[src/gbs_pkg.sv]
package gbs_pkg;

  // Field widths of the payloads.
  localparam int COORD_W = 16;
  localparam int AREA_W  = 32;
  localparam int THR_W   = 9;
  localparam int SLOT_W  = 7;

  // The overlap ratio is scaled by 256, a left shift by eight.
  localparam int IOU_SHIFT = 8;

  // Threshold after reset, in 256ths.
  localparam logic [THR_W-1:0] THR_RESET = 9'd115;

  // One candidate box as it arrives.
  typedef struct packed {
    logic               frame_start;
    logic [COORD_W-1:0] box_left;
    logic [COORD_W-1:0] box_top;
    logic [COORD_W-1:0] box_width;
    logic [COORD_W-1:0] box_height;
  } in_item_t;

  // The verdict on one box.
  typedef struct packed {
    logic              keep;
    logic              overflow;
    logic [SLOT_W-1:0] kept_slot;
  } out_item_t;

  // A box together with its area, as held in the chain.
  typedef struct packed {
    logic [COORD_W-1:0] left;
    logic [COORD_W-1:0] top;
    logic [COORD_W-1:0] width;
    logic [COORD_W-1:0] height;
    logic [AREA_W-1:0]  area;
  } box_t;

  // What one cell hands to the next: the candidate at the front and, two
  // cells behind it, the token that gathers the suppression verdict.
  typedef struct packed {
    logic box_vld;
    box_t box;
    logic tok_vld;
    logic tok_sup;
    box_t tok_box;
  } pkt_t;

endpackage

[src/gbs_cell.sv]
module gbs_cell #(
  parameter int CW  = 7,
  parameter int IDX = 0
) (
  input  logic                      clk,
  input  logic                      rst,
  input  logic [gbs_pkg::THR_W-1:0] threshold,
  input  logic [CW-1:0]             count,
  input  gbs_pkg::pkt_t             pkt_in,
  output gbs_pkg::pkt_t             pkt_out
);
  import gbs_pkg::*;

  localparam int PROD_W = THR_W + AREA_W + 1;

  // Overlap of [a0, a0+al) and [b0, b0+bl), zero when they do not meet.
  function automatic logic [COORD_W-1:0] overlap_len(
    input logic [COORD_W-1:0] a0,
    input logic [COORD_W-1:0] al,
    input logic [COORD_W-1:0] b0,
    input logic [COORD_W-1:0] bl
  );
    logic [COORD_W-1:0] lo;
    logic [COORD_W:0]   ae;
    logic [COORD_W:0]   be;
    logic [COORD_W:0]   hi;
    lo = (a0 > b0) ? a0 : b0;
    ae = {1'b0, a0} + {1'b0, al};
    be = {1'b0, b0} + {1'b0, bl};
    hi = (ae < be) ? ae : be;
    if (hi > {1'b0, lo}) begin
      overlap_len = COORD_W'(hi - {1'b0, lo});
    end else begin
      overlap_len = '0;
    end
  endfunction

  // The kept box of this slot.
  box_t entry;

  // Stages of the overlap test against this slot's box.
  logic               s1_occ;
  logic [COORD_W-1:0] s1_iw;
  logic [COORD_W-1:0] s1_ih;
  logic [AREA_W:0]    s1_asum;
  logic               s2_occ;
  logic [AREA_W-1:0]  s2_inter;
  logic [AREA_W:0]    s2_uni;

  // Registers handed on to the next cell.
  logic box_vld;
  box_t box;
  logic tok_vld;
  logic tok_sup;
  box_t tok_box;

  logic              occ;
  logic [AREA_W-1:0] inter;
  logic [PROD_W-1:0] lhs;
  logic [PROD_W-1:0] rhs;
  logic              hit;
  logic              store;

  // The slot takes part only if it holds a kept box.
  assign occ = (32'(count) > IDX);

  // Intersection area and union of the stage one results.
  assign inter = AREA_W'(s1_iw) * AREA_W'(s1_ih);

  // Suppression test: inter * 256 > threshold * union.
  assign lhs = PROD_W'({s2_inter, {IOU_SHIFT{1'b0}}});
  assign rhs = PROD_W'(threshold) * PROD_W'(s2_uni);
  assign hit = pkt_in.tok_vld & s2_occ & (lhs > rhs);

  // The first free slot takes a box that no earlier slot suppressed.
  assign store = pkt_in.tok_vld & ~pkt_in.tok_sup & (32'(count) == IDX);

  // Valid bits of the front and the token.
  always_ff @(posedge clk) begin
    if (rst) begin
      box_vld <= 1'b0;
      tok_vld <= 1'b0;
    end else begin
      box_vld <= pkt_in.box_vld;
      tok_vld <= pkt_in.tok_vld;
    end
  end

  // Datapath stages, the hand-over payload and the slot's box.
  always_ff @(posedge clk) begin
    s1_occ   <= occ;
    s1_iw    <= overlap_len(pkt_in.box.left, pkt_in.box.width,
                            entry.left, entry.width);
    s1_ih    <= overlap_len(pkt_in.box.top, pkt_in.box.height,
                            entry.top, entry.height);
    s1_asum  <= {1'b0, pkt_in.box.area} + {1'b0, entry.area};
    s2_occ   <= s1_occ;
    s2_inter <= inter;
    s2_uni   <= s1_asum - {1'b0, inter};
    box      <= pkt_in.box;
    tok_sup  <= pkt_in.tok_sup | hit;
    tok_box  <= pkt_in.tok_box;
    if (store) begin
      entry <= pkt_in.tok_box;
    end
  end

  assign pkt_out = '{box_vld: box_vld, box: box, tok_vld: tok_vld,
                     tok_sup: tok_sup, tok_box: tok_box};

endmodule

[config.mk]
export PLATFORM = sky130hd
export DESIGN_NAME = gbs_cell
export DESIGN_NICKNAME = d
export VERILOG_FILES = /design/src/gbs_pkg.sv /design/src/gbs_cell.sv
export SDC_FILE = /design/constraint.sdc
export NUM_CORES = 2
export LEC_CHECK = 0
export BUFFER_PORTS_ARGS = -buffer_cell sky130_fd_sc_hd__buf_4
export CORE_UTILIZATION = 28
export DETAILED_ROUTE_END_ITERATION = 8
export SETUP_SLACK_MARGIN = 0.2
export SYNTH_ARGS = -nofsm -noshare
export SYNTH_HDL_FRONTEND = slang
export SYNTH_SLANG_ARGS = --single-unit
export TNS_END_PERCENT = 10
[constraint.sdc]
create_clock -name clk -period 15.1 [get_ports clk]
set_input_delay 0.755 -clock clk [delete_from_list [all_inputs] [get_ports clk]]
set_output_delay 0.755 -clock clk [all_outputs]
set_load 0.005 [all_outputs]
==> results.md <==
- CTS sink cnt: about 420
- Htree depth: 2
- Yosys warnings: 0
- Slew @ Worst Pin: 1.11 ns
- Crit path max fanout: 16
- Synth-to-layout area growth: 17.9%
- # setup viols final: 0
- Worst setup SP type: flop
- Max Clock Freq: 0.113 GHz
- # resized after CTS: 0
- Largest net degree at the start of global routing: 57
- Mean Syn Cell Area: 9.58 um2
- DP HPWL: ~80 mm
- Port bufs: 407
- Synth cell types: 91
- Critical Path End Type: flop
- Reg-to-Reg End: s2_uni[31]
- Die H: approximately 370 um
- Final Hold Viols: 0
- Number of synthesized flops with an enable pin: 96
- Placer Congestion: a little under 0.9
- RSZ-0062 raised after global routing: no
- TritonCTS buffer count: 50
- Status: finished clean
- Worst Setup EP: s2_uni[31]
- Fin crit share: around three fifths
- CP Data Required Time: 15.60 ns
- Clk root buf: clkbuf_16
- CTS max path bufs: 3
- Min Tclk post-route: 8.87 ns
- Post-detailed-route wirelength per cell: 16.0 um
- Sequential share of the synthesized area: approximately a quarter
- Syn Inst Count: just under 4000
- Final core utilization: between 30% and 40%
- TNS Setup: 0 ns
- Syn_nets: between 4000 and 5000
- DR vias/cell: roughly 4.6
- Hold Crit Class: input port to flop
- Die ar.: 0.135 mm2
- Slowest cell on crit path: dfxtp_1
- Number of cells on the worst reg-to-reg path: 33
- CTS Hold Buffers Added: 0
- Reg2reg setup slack: between 6 and 7 ns
- Worst Setup SP: s1_iw[6]
- Core ar.: 0.132 mm2
- Max-Cap Viols: 0
- WS Path Type: flop to flop
- Ports: ~410
- Commonest non-fill, non-tap cell in the layout: inv_1
- DRT antenna net count: 0
- Initial Util: approximately 28%
- Max incr delay on CP: between 0.7 and 0.8 ns
- Max_slew headroom: about a quarter
- First-pass GRT wire length: approximately 160 mm
- Share of layout cells above drive strength 1: about an eighth
- Routed vias: approximately 28000
- Site Rows: between 100 and 150
- Dpl cells: between 5000 and 6000
- Worst clock skew: ~0.035 ns
- Critical Path AT: about 9.4 ns
- Setup Buffers After CTS: 0
- Yosys reg bits: around 420
- Ys async rst share: 0%
- Max-slew violation count: 0
- FF-to-FF Start: s1_iw[6]
- Gr ovfl total: 0
- Layout Cells excl Fill: ~6100
- Commonest cells after routing, fill and taps aside: 613 x inv_1, 420 x fa_1, 418 x ha_1
- Later-pin clock latency in the skew report: approximately 0.63 ns
- 1st-iter DRT viols: approximately 1200
- Routed wire length: just under 100 mm
- Total GRT Usage: 14.3%
- Nets: ~5300
- Drt pass-1 iters: 5
- Die Span X: approximately 370 um
- Top FF cell, synth: dfxtp_1
- Clock-pin slew on the worst setup and hold paths: approximately 0.060 ns
- Vias in the first global route: about 29000
- Residual DRC: 0
- Initial antenna violation count: 2
- Mapped cell area: 0.0375 mm2
- CTS tree: yes
[cell type report]
| cell class | instances | area, um2 |
|---|---|---|
| multi-input combinational | 2784 | 25400 |
| inverter | 615 | 2310 |
| sequential | 423 | 9430 |
| fill | 13600 | 88000 |
| clock inverter | 31 | 357 |
| clock buffer | 63 | 1370 |
| timing repair buffer | 412 | 3090 |
| tap | 1755 | 2200 |
| antenna | 1 | 2.50 |
[registers in the layout, summed over array words and instances, names as in the netlist]
signal	count
pkt_out	192
entry	96
s1_asum	33
s2_uni	33
s2_inter	32
s1_ih	16
s1_iw	16
box_vld	1
s1_occ	1
s2_occ	1
tok_sup	1
tok_vld	1
[worst min-delay path by stage]
stage,startpoint,to,slack [ns],cells after the start
after floorplan,s1_occ,s2_occ,0.31,0
after global placement,s1_occ,s2_occ,0.31,0
after detailed placement,s1_occ,s2_occ,0.32,0
after CTS,pkt_in[75],pkt_out[75],0.18,1
after global routing,pkt_in[71],pkt_out[71],0.20,1
final,pkt_in[71],pkt_out[71],0.24,1
[worst max-delay path, delay by kind of cell, from the launching register on]
kind / cells / cell delay (ns)
buffers and inverters: 6 / 0.31
AO/OA/AOI/OAI: 15 / 3.23
AND/OR/NAND/NOR: 2 / 0.35
XOR/XNOR: 1 / 0.16
flip-flops: 1 / 0.73
adder cells (fa/ha/maj): 9 / 3.97
[stage by stage]
| step | hold slack, ns | setup WS, ns | instance area [um2] |
|---|---|---|---|
| 2_1_floorplan | 0.310 | 6.34 | 37500 |
| 3_3_place_gp | 0.313 | 6.40 | 42400 |
| 3_5_place_dp | 0.317 | 6.29 | 42400 |
| 4_1_cts | 0.180 | 6.26 | 44200 |
| 5_1_grt | 0.204 | 5.66 | 44200 |
| 6_report | 0.239 | 6.23 | 44200 |
[layer usage]
metal | global-route usage, % | routed length [um] | share of wire, %
met1 | 18.6 | 43900 | 45
met3 | 3.15 | 6420 | 6.6
met2 | 23.4 | 43900 | 45
met5 | 0 | 12 | 0.012
met4 | 4.74 | 3290 | 3.4
[Yosys cell counts (all sizes together) (9+ instances only)]
cell / count / area, um2
a2111oi: 10 / 113
a211o: 9 / 81.3
a211oi: 19 / 148
a21boi: 14 / 105
a21o: 98 / 736
a21oi: 187 / 947
a31oi: 22 / 138
and2: 304 / 1900
and3: 22 / 139
buf: 12 / 72.6
clkbuf: 78 / 293
dfxtp: 327 / 6550
edfxtp: 96 / 2880
fa: 420 / 8410
ha: 418 / 5230
inv: 615 / 2310
mux2i: 45 / 450
nand2: 385 / 1450
nand2b: 23 / 144
nand3: 32 / 160
nand4: 20 / 125
nor2: 138 / 518
nor2b: 41 / 257
nor3: 52 / 260
nor4: 10 / 62.6
o211ai: 12 / 100
o21a: 38 / 285
o21ai: 119 / 607
o21bai: 36 / 270
o31a: 9 / 78.8
o41ai: 10 / 103
or2: 10 / 62.6
or3: 14 / 92.6
xnor2: 117 / 1030
xor2: 65 / 569
[cell families after synthesis]
logic type | count (synthesis) | synth area share (%)
and+or+nand+nor | 1070 | 14.2
adders and majority gates | 843 | 36.5
buffers and inverters | 705 | 7.14
AOI/OAI and AO/OA | 639 | 11.4
DFF | 423 | 25.2
xor gates and xnor gates | 182 | 4.27
muxes | 50 | 1.35
Power is left out: the tool's default activity adds up to more than one toggle a clock period on the data nets, which glitch-free logic cannot reach.
